--- src/lightcone_shell_crossing_defines.svh ---
// assertion macros for the lightcone shell crossing block
// used by the top level; expects aclk and aresetn in scope
`ifndef LIGHTCONE_SHELL_CROSSING_DEFINES_SVH
`define LIGHTCONE_SHELL_CROSSING_DEFINES_SVH

// same-cycle implication, disabled in reset
`define LSC_ASSERT_NOW(name, ante, cons, msg) \
    name: assert property (@(posedge aclk) disable iff (!aresetn) (ante) |-> (cons)) \
        else $error(msg);

// next-cycle implication, disabled in reset
`define LSC_ASSERT_NEXT(name, ante, cons, msg) \
    name: assert property (@(posedge aclk) disable iff (!aresetn) (ante) |=> (cons)) \
        else $error(msg);

`endif

--- src/lsc_pkg.sv ---
// shared types, constants and step functions for the shell crossing block
// no dependencies
`timescale 1ns / 1ps

package lsc_pkg;

    localparam int FRAC_BITS  = 24;
    localparam int MAX_IMAGE  = 64;
    localparam int IMG_W      = 7;
    localparam int SQRT_STEPS = 32;
    localparam int DIV_STEPS  = FRAC_BITS + 1;

    localparam logic signed [25:0] ONE_S  = 26'sd1 <<< FRAC_BITS;
    localparam logic signed [25:0] HALF_S = 26'sd1 <<< (FRAC_BITS - 1);
    localparam logic [24:0]        ONE_Q  = 25'd1 << FRAC_BITS;
    localparam logic [50:0]        HALF_P = 51'd1 << (FRAC_BITS - 1);
    localparam logic [57:0]        HALF_Z = 58'd1 << (FRAC_BITS - 1);

    typedef enum logic [2:0] {
        REG_PREV_RADIUS   = 3'd0,
        REG_CUR_RADIUS    = 3'd1,
        REG_PREV_REDSHIFT = 3'd2,
        REG_CUR_REDSHIFT  = 3'd3
    } cfg_reg_t;

    // one square-root lane: radicand shifting out, partial remainder and root
    typedef struct packed {
        logic [63:0] rad;
        logic [32:0] rem;
        logic [31:0] root;
    } sqrt_lane_t;

    typedef struct packed {
        sqrt_lane_t cur;
        sqrt_lane_t prv;
    } sqrt_pair_t;

    // one divider lane: divisor, partial remainder, quotient, dividend bits
    typedef struct packed {
        logic [32:0] den;
        logic [32:0] rem;
        logic [24:0] quo;
        logic [24:0] dvd;
    } div_lane_t;

    // path data that rides along with each word
    typedef struct packed {
        logic signed [31:0] pb_x;
        logic signed [31:0] pb_y;
        logic signed [31:0] pb_z;
        logic signed [24:0] d_x;
        logic signed [24:0] d_y;
        logic signed [24:0] d_z;
        logic               crossed;
    } geo_t;

    typedef struct packed {
        logic signed [31:0] p;
        logic signed [31:0] pb;
        logic signed [24:0] d;
    } axis_t;

    // periodic unwrap of one axis and placement of the image
    function automatic axis_t place_axis(logic [23:0] now_v, logic [23:0] bef_v,
                                         logic signed [6:0] img);
        axis_t              a;
        int                 iv;
        logic signed [6:0]  ic;
        logic signed [31:0] off;
        logic signed [25:0] diff;
        logic signed [25:0] bef_u;
        iv = int'(img);
        if (iv < -MAX_IMAGE) iv = -MAX_IMAGE;
        if (iv > MAX_IMAGE - 1) iv = MAX_IMAGE - 1;
        ic = 7'(iv);
        off = {{(32 - IMG_W - FRAC_BITS){ic[IMG_W-1]}}, ic, {FRAC_BITS{1'b0}}};
        diff = $signed({2'b00, now_v}) - $signed({2'b00, bef_v});
        bef_u = $signed({2'b00, bef_v});
        if (diff < -HALF_S) begin
            bef_u = bef_u - ONE_S;
        end else if (diff > HALF_S) begin
            bef_u = bef_u + ONE_S;
        end
        a.d  = 25'($signed({2'b00, now_v}) - bef_u);
        a.p  = $signed({8'd0, now_v}) + off;
        a.pb = 32'(bef_u) + off;
        return a;
    endfunction

    function automatic logic [30:0] mag31(logic signed [31:0] v);
        return v[31] ? 31'(-v) : 31'(v);
    endfunction

    // one root bit: bring down two radicand bits, try root*4+1
    function automatic sqrt_lane_t sqrt_step(sqrt_lane_t l);
        sqrt_lane_t  o;
        logic [34:0] r2;
        logic [34:0] trial;
        r2    = {l.rem[32:0], l.rad[63:62]};
        trial = {1'b0, l.root, 2'b01};
        o.rad = {l.rad[61:0], 2'b00};
        if (r2 >= trial) begin
            o.rem  = 33'(r2 - trial);
            o.root = {l.root[30:0], 1'b1};
        end else begin
            o.rem  = r2[32:0];
            o.root = {l.root[30:0], 1'b0};
        end
        return o;
    endfunction

    // one quotient bit of restoring division
    function automatic div_lane_t div_step(div_lane_t l);
        div_lane_t   o;
        logic [33:0] r2;
        r2    = {l.rem, l.dvd[24]};
        o.den = l.den;
        o.dvd = {l.dvd[23:0], 1'b0};
        if (r2 >= {1'b0, l.den}) begin
            o.rem = 33'(r2 - {1'b0, l.den});
            o.quo = {l.quo[23:0], 1'b1};
        end else begin
            o.rem = r2[32:0];
            o.quo = {l.quo[23:0], 1'b0};
        end
        return o;
    endfunction

endpackage

--- src/lsc_sqrt_cell.sv ---
// one cell of the square-root chain: one root bit for both distances
// depends on lsc_pkg
`timescale 1ns / 1ps

module lsc_sqrt_cell (
    input  logic               aclk,
    input  logic               aresetn,
    input  logic               in_valid,
    output logic               in_ready,
    input  lsc_pkg::sqrt_pair_t in_data,
    input  lsc_pkg::geo_t      in_geo,
    output logic               out_valid,
    input  logic               out_ready,
    output lsc_pkg::sqrt_pair_t out_data,
    output lsc_pkg::geo_t      out_geo
);
    import lsc_pkg::*;

    logic       valid_reg;
    sqrt_pair_t data_reg;
    geo_t       geo_reg;

    assign in_ready = !valid_reg || out_ready;

    // valid bit
    always_ff @(posedge aclk) begin
        if (!aresetn) begin
            valid_reg <= 1'b0;
        end else if (in_ready) begin
            valid_reg <= in_valid;
        end
    end

    // root step on both lanes
    always_ff @(posedge aclk) begin
        if (in_ready && in_valid) begin
            data_reg.cur <= sqrt_step(in_data.cur);
            data_reg.prv <= sqrt_step(in_data.prv);
            geo_reg      <= in_geo;
        end
    end

    assign out_valid = valid_reg;
    assign out_data  = data_reg;
    assign out_geo   = geo_reg;

endmodule

--- config.mk ---
export PLATFORM = sky130hd
export DESIGN_NAME = lsc_sqrt_cell
export DESIGN_NICKNAME = d
export VERILOG_FILES = /design/src/lightcone_shell_crossing_defines.svh /design/src/lsc_pkg.sv /design/src/lsc_sqrt_cell.sv
export SDC_FILE = /design/constraint.sdc
export NUM_CORES = 1
export LEC_CHECK = 0
export CAP_MARGIN = 15
export CORE_AREA = 5 5 336 338
export CTS_CLUSTER_DIAMETER = 100
export DETAILED_ROUTE_END_ITERATION = 8
export DIE_AREA = 0 0 341 343
export DONT_BUFFER_PORTS = 1
export PLACE_DENSITY = 0.31
export SLEW_MARGIN = 5
export SYNTH_ARGS = -nofsm -noshare
export SYNTH_HDL_FRONTEND = slang
export SYNTH_SLANG_ARGS = --single-unit
--- constraint.sdc ---
create_clock -name aclk -period 15.2 [get_ports aclk]
set_input_delay 2.28 -clock aclk [delete_from_list [all_inputs] [get_ports aclk]]
set_output_delay 2.28 -clock aclk [all_outputs]
set_load 0.03 [all_outputs]
Word level (Yosys, flattened, before mapping) --
Index checks and enable logic that the tools add are counted. Widths: inputs -> output; s select.
Cells by class: reductions and logical operators 3, $lt $le $gt $ge 2, add/subtract/negate cells 2, multiplexer cells 2
Operators by type and width (number):
- $mux 65 | 2
- $ge 35x34->1 | 2
- $sub 33x33->33 | 2
- $logic_and 1x1->1 | 1
- $logic_not 1->1 | 1
- $logic_or 1x1->1 | 1
Word-level totals: word-level logic and storage cells 23, register bits 427, output and inout port bits 432

Longest topological paths before layout --
Gate-level depths: netlist (run 1).
depth in word-level cells 3, mapped depth 13, mapped depth without buffers 10

Worst setup path before layout (run 1) --
Ideal clock, no wire load.
path kind input -> register, start input out_ready, end register data_reg, in the netlist out_data[0] (enable), slack 2.093 ns, arrival 12.265 ns, stages on the path 2, setup time 0.842 ns, buffers on the path 0, cell sequence nand2b_1 > and2_1
Between the ends: longest elaborated chain between the ends 2
Ends and longest elaborated chain:
- from (decl) | line lsc_sqrt_cell.sv:13 | input logic out_ready,
- $logic_or 1x1->1 | line lsc_sqrt_cell.sv:23 | assign in_ready = !valid_reg || out_ready;
- $logic_and 1x1->1 | line lsc_sqrt_cell.sv:36 | if (in_ready && in_valid) begin
- to (decl) | line lsc_sqrt_cell.sv:20 | sqrt_pair_t data_reg;
Every way passes these cells. A chain may end at the register's enable or synchronous reset.

Worst setup path in the final report (run 1) --
start input out_ready, end register geo_reg, in the netlist out_geo[19] (enable)
Between the ends: longest elaborated chain between the ends 2
Ends and longest elaborated chain:
- $logic_or 1x1->1 | line lsc_sqrt_cell.sv:23
- $logic_and 1x1->1 | line lsc_sqrt_cell.sv:36
- to (signal assigned) | line lsc_sqrt_cell.sv:39 | geo_reg <= in_geo;
- to (decl) | line lsc_sqrt_cell.sv:21 | geo_t geo_reg;
Every way passes these cells.

==> impl_metrics.py, run 1 <==
metrics = {
    "layout": {
        "fin_cells": 2681,
        "nFillCells": 11700,
        "final_cell_mix": "edfxtp_1 (426), a21oi_1 (89), nor2_1 (84)",
        "final_common_cell": "edfxtp_1",
        "syn_to_final_growth_pct": 19.2,
        "nets": 1709,
        "drive_gt1_share_pct": 11.6,
    },
    "drt": {
        "drt-total-wl_mm": 69.9,
        "wire_per_inst_um": 26.1,
        "drcViolationCount": 0,
        "num_vias": 10000,
        "postRouteAntennaNets": 0,
        "drtIter0Drc": 497,
        "viasPerCell": 3.73,
        "dr.pass1.iters": 4,
    },
    "logic_synthesis": {
        "syn_area_mm2": 0.0177,
        "synth_edf_count": 426,
        "synth_ff_type": "edfxtp_1",
        "syn_inst": 1177,
        "ys_seq_area_share_pct": 72.2,
        "syn_area_per_cell_um2": 15.1,
        "yosys_warnings": 0,
        "ys_ff_latch": 427,
        "ys_async_sr_fraction_pct": 0,
        "synth.lib_cells_used.distinct": 67,
    },
    "power": {
        "pwr-share-comb_pct": 8.9,
        "swShare_pct": 28.5,
        "clkPwrFrac_pct": 40.0,
        "vdd.ir_drop.worst_uv": 69.1,
        "power_mw": 3.17,
        "p_seq_share_pct": 51.1,
        "p_per_area_mw_per_mm2": 150,
        "p_int_mw": 2.27,
        "power.switching_mw": 0.906,
        "p_leak_nw": 7.41,
    },
    "global_routing": {
        "use_met1_pct": 11.1,
        "antenna_found_initial": 14,
        "overflow": 0,
        "grt_pass1_vias": 10500,
        "met2_usage_pct": 20.7,
        "grt_pass1_wl_mm": 91.3,
        "met3_usage_pct": 5.12,
        "grt-busiest-layer": "met2",
        "groute.usage.overall_pct": 11.2,
        "grt_max_degree": 81,
    },
    "timing": {
        "slew_violations": 0,
        "finalHoldViolCount": 0,
        "slew_headroom_pct": 24.4,
        "tns_ns": 0,
        "rsz0062_at_grt": "false",
        "setup_viol": 0,
        "fmax_mhz": 180,
        "layout_min_cycle_time_ns": 5.54,
        "finClkSkew_ns": 0.0258,
        "worst_slew_pin_slew_ns": 1.12,
        "finalCritPeriodShare_pct": 36.5,
    },
    "cts": {
        "cts_sinks": 427,
        "clk_pin_slew_worst_paths_ns": 0.06,
        "cts_root_buffer": "clkbuf_16",
        "cts_resized": 0,
        "holdBufCountCts": 0,
        "numCtsBuffers": 51,
        "post_cts.repair.setup_buffers": 0,
        "clk_latency_ns": 0.63,
        "htree_levels": 2,
        "cts.path.max_buffers": 3,
        "cts_tree": "built",
    },
    "placement": {
        "dp_hpwl_mm": 57.0,
        "io_buffers": 0,
        "gp_congestion": 0.750,
        "dp_cells": 2580,
    },
    "floorplan": {
        "fp-row-count": 122,
        "boundaryPins": 866,
        "die-area_mm2": 0.117,
        "die_height_um": 343,
        "start_util_pct": 16.2,
        "dieWidth_um": 341,
        "core_area_mm2": 0.110,
    },
    "critical_path": {
        "regToRegStartpoint": "out_valid$_SDFFE_PN0N_",
        "path_cells": "nand2b_1 > and2_4 > buf_4 > buf_4 > buf_4",
        "slowest_delay_ns": 0.87,
        "cpMostUsedCell": "buf_4",
        "slowest_stage": "buf_4",
        "critPathMaxFanout": 80,
        "setup.worst_path.start": "out_ready",
        "worstPathArrival_ns": 5.76,
        "setup.worst_path.start_class": "input port",
        "worst-setup-path-type": "input port to register",
        "setup.worst_path.end_class": "register",
        "required_ns": 15.42,
    },
    "worst_hold_path": {
        "hold_path_class": "register to register",
        "hp-start": "out_valid$_SDFFE_PN0N_",
    },
    "flow_run": {
        "cap_violations": 0,
    },
    "status": {
        "outcome": "complete, no violations",
    },
}
sequential cells by signal, indices dropped and copies added (netlist names):
register	flops
out_valid	1
out_data	254
out_geo	172
synthesized netlist by cell type, types with 6 or more instances:
cell type  number  area [um^2]
edfxtp_1      426        12800
nand4_1        15         93.8
o21ai_1        12         60.1
a21o_1         28          210
o21a_1          7         52.6
xor2_1         29          254
nand3_1        15         75.1
nor3_1         12         60.1
buf_4           6         45.0
ha_1           68          851
buf_6           8         90.1
or3_1           6         37.5
mux2_4         12          180
nand2_1        52          195
and2_1          8         50.1
xnor2_1        28          245
a21oi_2        21          184
o21ai_0        32          160
a31oi_1        16          100
clkbuf_1        7         26.3
a21oi_1        89          445
a211oi_1        7         52.6
buf_2          16         80.1
and3_1         10         62.6
inv_1          83          312
nor2_1         84          315
final cells by class:
cell class / count / area [um^2] / area share (%)
inverters: 83 / 312 / 1.47
well taps: 1426 / 1780 / 8.44
flip-flops and latches: 427 / 12800 / 60.6
clock buffers: 56 / 1290 / 6.13
clock inverters: 38 / 448 / 2.12
multi-input cells: 633 / 4390 / 20.8
diodes: 7 / 17.5 / 0.0829
repair buffers: 11 / 82.6 / 0.391
power by group through the flow:
stage / sequential, mW / clock, mW / combinational [mW]
after floorplan: 1.64 / 0 / 0.210
after global placement: 1.65 / 0 / 0.286
after detailed placement: 1.65 / 0 / 0.287
after CTS: 1.63 / 1.33 / 0.289
after global routing: 1.63 / 1.38 / 0.312
final: 1.62 / 1.27 / 0.282
worst paths after layout:
path,slack [ns],cells after the start,endpoint
worst min-delay path,0.97,2,out_valid$_SDFFE_PN0N_
worst max-delay path,9.66,5,out_geo[19]$_DFFE_PP_
worst max register to register,10.89,5,out_geo[19]$_DFFE_PP_
worst min register to register,0.97,2,out_valid$_SDFFE_PN0N_
critical path: cells and delay by family:
family | cells | cell delay [ns]
buf+inv | 3 | 2.33
simple gates | 2 | 0.93
metal layers:
layer	up-vias	share of wire (%)	routed length (um)
met1	4830	34	24000
met3	95	10	7120
met2	579	52	36700
met5	-	0.039	27
li1	4492	-	-
met4	4	2.9	2040
through the flow:
step | hold WS, ns | util (%) | setup slack (ns) | area, um^2
final | 0.975 | 19.3 | 9.66 | 21100
after global routing | 1.03 | 19.2 | 9.49 | 21100
after global placement | 0.948 | 17.7 | 9.12 | 19400
after detailed placement | 0.966 | 17.7 | 9.04 | 19400
after floorplan | 0.885 | - | 2.09 | 17800
after CTS | 0.972 | 19.2 | 9.71 | 21100
logic make-up (layout without fill, tap and decap cells):
kind of cell	after synthesis	after routing	synth area share, %
AND/OR/NAND/NOR	236	236	6.40
flip-flops	427	427	72.2
multiplexers	14	14	1.14
buffers and inverters	120	188	3.12
XOR/XNOR	57	57	2.81
other	1	11	0.0211
AO/OA/AOI/OAI	254	254	9.51
adder cells (fa/ha/maj)	68	68	4.80
(Power assumes the default switching activity.)
==> run 2, diff against run 1 <==
- clock period: 15.2 -> 5.3 ns (I/O delays scaled with it)
==> impl_metrics.py, run 2 (synthesis results as in run 1) <==
metrics = {
    "timing": {
        "worst_slew_pin_slew_ns": 1.02,
        "rsz0062_at_grt": "false",
        "worst_slack_ns": 1.99,
        "setup_viol": 0,
        "slew_violations": 0,
        "slew_headroom_pct": 31.6,
        "layout_min_cycle_time_ns": 3.31,
        "finalHoldViolCount": 0,
        "finalCritPeriodShare_pct": 62.5,
        "fmax_mhz": 302,
        "tns_ns": 0,
        "finClkSkew_ns": 0.0135,
    },
    "drt": {
        "viasPerCell": 3.76,
        "postRouteAntennaNets": 0,
        "num_vias": 10100,
        "dr.pass1.iters": 4,
        "drtIter0Drc": 509,
        "drcViolationCount": 0,
        "drt-total-wl_mm": 69.6,
        "wire_per_inst_um": 25.9,
    },
    "cts": {
        "cts_root_buffer": "clkbuf_16",
        "post_cts.repair.setup_buffers": 0,
        "numCtsBuffers": 51,
        "cts_resized": 0,
        "clk_pin_slew_worst_paths_ns": 0.06,
        "holdBufCountCts": 0,
        "cts.path.max_buffers": 3,
        "htree_levels": 2,
        "clk_latency_ns": 0.61,
        "cts_tree": "built",
        "cts_sinks": 427,
    },
    "critical_path": {
        "reg2reg_depth": 3,
        "setup.worst_path.start": "in_data[12]",
        "regToRegStartpoint": "out_valid$_SDFFE_PN0N_",
        "setup.worst_path.start_class": "input port",
        "critPathMaxFanout": 27,
        "setup.worst_path.end_class": "register",
        "rrSetupSlack_ns": 2.63,
        "worstPathArrival_ns": 3.64,
        "required_ns": 5.63,
        "worst-setup-path-type": "input port to register",
    },
    "power": {
        "p_leak_nw": 7.39,
        "vdd.ir_drop.worst_uv": 198,
        "p_per_area_mw_per_mm2": 420,
    },
    "floorplan": {
        "die_height_um": 343,
        "fp-row-count": 122,
        "die-area_mm2": 0.117,
        "start_util_pct": 16.2,
        "boundaryPins": 866,
        "core_area_mm2": 0.110,
        "dieWidth_um": 341,
    },
    "worst_hold_path": {
        "hold_path_class": "input port to register",
        "hold_path_depth": 0,
        "hp-start": "in_data[103]",
    },
    "global_routing": {
        "overflow": 0,
        "groute.usage.overall_pct": 11.1,
        "grt_pass1_wl_mm": 91.8,
        "grt_max_degree": 103,
        "grt_pass1_vias": 10800,
        "antenna_found_initial": 21,
    },
    "flow_run": {
        "cap_violations": 0,
    },
    "layout": {
        "final_common_cell": "edfxtp_1",
        "nets": 1714,
        "final_cell_mix": "edfxtp_1 (426), a21oi_1 (89), nor2_1 (84)",
        "syn_to_final_growth_pct": 19.0,
        "drive_gt1_share_pct": 11.5,
        "fin_area_mm2": 0.0211,
        "largest_register_ffs": 254,
    },
    "placement": {
        "io_buffers": 0,
        "dp_slack_ns": 1.20,
        "dp_hpwl_mm": 56.9,
        "gp_congestion": 0.797,
        "dpl_cell_area_mm2": 0.0195,
    },
    "status": {
        "outcome": "complete, no violations",
    },
}
-- run 2: changes by cell type in the layout (fill, tap and decap cells not counted), moves of 2 or more --
cell | before | now
clkinv_8 | 2 | 0
inv_6 | 5 | 3
clkbuf_1 | 5 | 9
diode_2 | 7 | 11
buf_12 | 0 | 4
bufinv_16 | 8 | 4
-- run 2: worst max-delay path, stage by stage --
cell and delay [ns]:
inv_1 0.03, ha_1 0.48, a21oi_2 0.33, o21ai_0 0.14
a21oi_1 0.25, o211ai_1 0.25, a211o_1 0.43, a21bo_2 0.34
buf_12 0.21, buf_4 0.19, nor2_1 0.13, a21oi_2 0.07
-- run 2: area by class of cell --
class,count,area [um^2]
Multi-Input combinational cell,633,4390
Inverter,83,312
Antenna cell,11,27.5
Fill cell,11700,88600
Clock buffer,61,1320
Sequential cell,427,12800
Timing Repair Buffer,16,170
Tap cell,1426,1780
Clock inverter,31,290
-- run 2: final timing paths --
check                                          endpoint
worst max-delay path             out_data[48]$_DFFE_PP_
worst min-delay path            out_data[105]$_DFFE_PP_
worst max register to register    out_geo[82]$_DFFE_PP_
worst min register to register   out_valid$_SDFFE_PN0N_
-- run 2: routing by layer --
layer | track usage [%] | vias up | share of wire (%)
met2 | 21.2 | 586 | 54
met4 | 2.56 | 8 | 2.1
met5 | 0 | - | 0.068
met1 | 10.5 | 4956 | 33
li1 | - | 4495 | -
met3 | 5.61 | 74 | 11
-- run 2: through the flow --
stage	total power, mW	util (%)	hold slack [ns]	cells
final	8.87	19.2	0.282	2688
after global routing	9.30	19.2	0.213	2677
after CTS	9.09	19.2	0.199	2677
after detailed placement	5.55	17.7	0.894	2585
after global placement	5.56	17.7	0.894	2585
after floorplan	5.24	-	0.892	1180
-- run 2: power breakdown --
group | leakage [nW] | internal (mW) | switching, mW
combinational | 2.48 | 0.295 | 0.516
sequential | 4.12 | 4.04 | 0.602
clock | 0.791 | 1.98 | 1.43
total | 7.39 | 6.32 | 2.55
==> run 3, diff against run 2 <==
- CORE_AREA: 5 5 336 338 -> 5 5 335 337
- DIE_AREA: 0 0 341 343 -> 0 0 340 342
- PLACE_DENSITY: 0.31 -> 0.32
- clock period: 5.3 -> 2.9 ns (I/O delays scaled with it)
==> impl_metrics.py, run 3 (synthesis results as in run 1) <==
metrics = {
    "status": {
        "outcome": "complete, no violations",
    },
    "power": {
        "pwr-share-comb_pct": 13.1,
        "vdd.ir_drop.worst_uv": 336,
        "power_mw": 17.1,
        "p_leak_nw": 9.79,
        "clkPwrFrac_pct": 37.3,
        "power.switching_mw": 4.93,
        "p_int_mw": 12.2,
        "p_seq_share_pct": 49.7,
        "p_per_area_mw_per_mm2": 651,
        "swShare_pct": 28.8,
    },
    "timing": {
        "finalCritPeriodShare_pct": 82.8,
        "finClkSkew_ns": 0.0154,
        "slew_headroom_pct": 58.4,
        "worst_slack_ns": 0.499,
        "fmax_mhz": 416,
        "worst_slew_pin_slew_ns": 0.625,
        "setup_viol": 0,
        "slew_violations": 0,
        "layout_min_cycle_time_ns": 2.40,
        "tns_ns": 0,
        "finalHoldViolCount": 0,
        "rsz0062_at_grt": "false",
    },
    "layout": {
        "syn_to_final_growth_pct": 48.1,
        "drive_gt1_share_pct": 16.8,
        "nets": 2257,
        "final_cell_mix": "edfxtp_1 (426), dlygate4sd3_1 (389), buf_4 (159)",
        "multiInputGateArea_mm2": 0.00440,
        "largest_register_ffs": 254,
        "finish.utilization_pct": 24.2,
        "seqCellArea_mm2": 0.0128,
        "fin_area_mm2": 0.0263,
        "final_common_cell": "edfxtp_1",
        "nFillCells": 11300,
    },
    "floorplan": {
        "die-area_mm2": 0.116,
        "core_area_mm2": 0.109,
        "fp-row-count": 121,
        "boundaryPins": 866,
        "die_height_um": 342,
        "dieWidth_um": 340,
        "start_util_pct": 16.3,
    },
    "drt": {
        "drcViolationCount": 0,
        "num_vias": 12100,
        "postRouteAntennaNets": 0,
        "dr.pass1.iters": 5,
        "viasPerCell": 3.75,
        "drtIter0Drc": 532,
        "wire_per_inst_um": 23.1,
        "drt-total-wl_mm": 74.4,
    },
    "worst_hold_path": {
        "hold_path_depth": 2,
        "hold_path_class": "input port to register",
    },
    "cts": {
        "cts_tree": "built",
        "clk_latency_ns": 0.60,
        "cts_root_buffer": "clkbuf_16",
        "cts_sinks": 427,
        "clk_pin_slew_worst_paths_ns": 0.06,
        "numCtsBuffers": 52,
        "htree_levels": 2,
        "cts.path.max_buffers": 3,
    },
    "critical_path": {
        "setup.worst_path.end_class": "register",
        "required_ns": 3.24,
        "worstPathArrival_ns": 2.74,
        "rrSetupSlack_ns": 0.85,
        "reg2reg_depth": 4,
        "worst-setup-path-type": "input port to register",
        "critPathMaxFanout": 21,
        "setup.worst_path.start_class": "input port",
    },
    "global_routing": {
        "grt_max_degree": 94,
        "grt_pass1_wl_mm": 99.9,
        "antenna_found_initial": 14,
        "groute.usage.overall_pct": 11.9,
        "grt_pass1_vias": 13200,
        "overflow": 0,
    },
    "placement": {
        "dp_slack_ns": -0.230,
        "dp_hpwl_mm": 57.8,
        "io_buffers": 0,
        "gp_congestion": 0.779,
        "dpl_cell_area_mm2": 0.0207,
    },
    "flow_run": {
        "cap_violations": 0,
    },
}
run 3: cell count changes in the layout (fill, tap and decap cells not counted), moves of 6 or more:
cell,previous run,this run
buf_12,4,10
buf_4,12,159
clkinvlp_4,3,9
dlygate4sd3_1,0,389
run 3: cell type report:
class                   count  share of cell area, %
flip-flops and latches    427                   48.8
multi-input cells         633                   16.7
diodes                     13                  0.124
repair buffers            558                   20.1
inverters                  83                   1.19
clock buffers              57                   5.02
clock inverters            39                   1.33
well taps                1414                   6.73
run 3: worst max-delay path, stage by stage:
cell,delay [ns]
inv_1,0.04
ha_1,0.36
a21oi_4,0.22
o211ai_2,0.14
a211oi_2,0.36
a211oi_2,0.12
a211oi_2,0.33
o311ai_4,0.14
buf_12,0.19
buf_4,0.19
nor2_1,0.12
a21oi_1,0.08
run 3: per-layer routing:
metal	up-vias	share of wire (%)	GRT usage, %
met5	-	0.066	0
met4	6	3.2	3.84
met3	97	11	6.10
met2	595	52	22.3
met1	5810	34	11.3
li1	5587	-	-
run 3: stage by stage:
| stage | hold WS (ns) | instances |
|---|---|---|
| 4_1_cts | 0.00258 | 3211 |
| 3_3_place_gp | 0.534 | 2726 |
| 6_report | 0.0661 | 3224 |
| 2_1_floorplan | 0.534 | 1180 |
| 5_1_grt | 0.00936 | 3214 |
| 3_5_place_dp | 0.534 | 2726 |
run 3: power by group through the flow:
stage / clock, mW / combinational, mW / sequential, mW
final: 6.38 / 2.23 / 8.50
after floorplan: 0 / 1.10 / 8.47
after CTS: 6.63 / 2.28 / 8.53
after global routing: 6.92 / 2.44 / 8.53
after detailed placement: 0 / 1.79 / 8.64
after global placement: 0 / 1.80 / 8.67
run 3: repair_timing:
item	in CTS	in global routing
hold endpoints to repair	388	0
hold buffers	389	0
setup endpoints to repair	0	0
buffers inserted	0	0
resized for setup	0	0
run 3: worst paths after layout:
| kind | endpoint | start |
|---|---|---|
| worst min register to register | out_geo[167]$_DFFE_PP_ | out_valid$_SDFFE_PN0N_ |
| worst max-delay path | out_data[163]$_DFFE_PP_ | in_data[139] |
| worst min-delay path | out_data[180]$_DFFE_PP_ | in_data[178] |
| worst max register to register | out_data[17]$_DFFE_PP_ | out_valid$_SDFFE_PN0N_ |
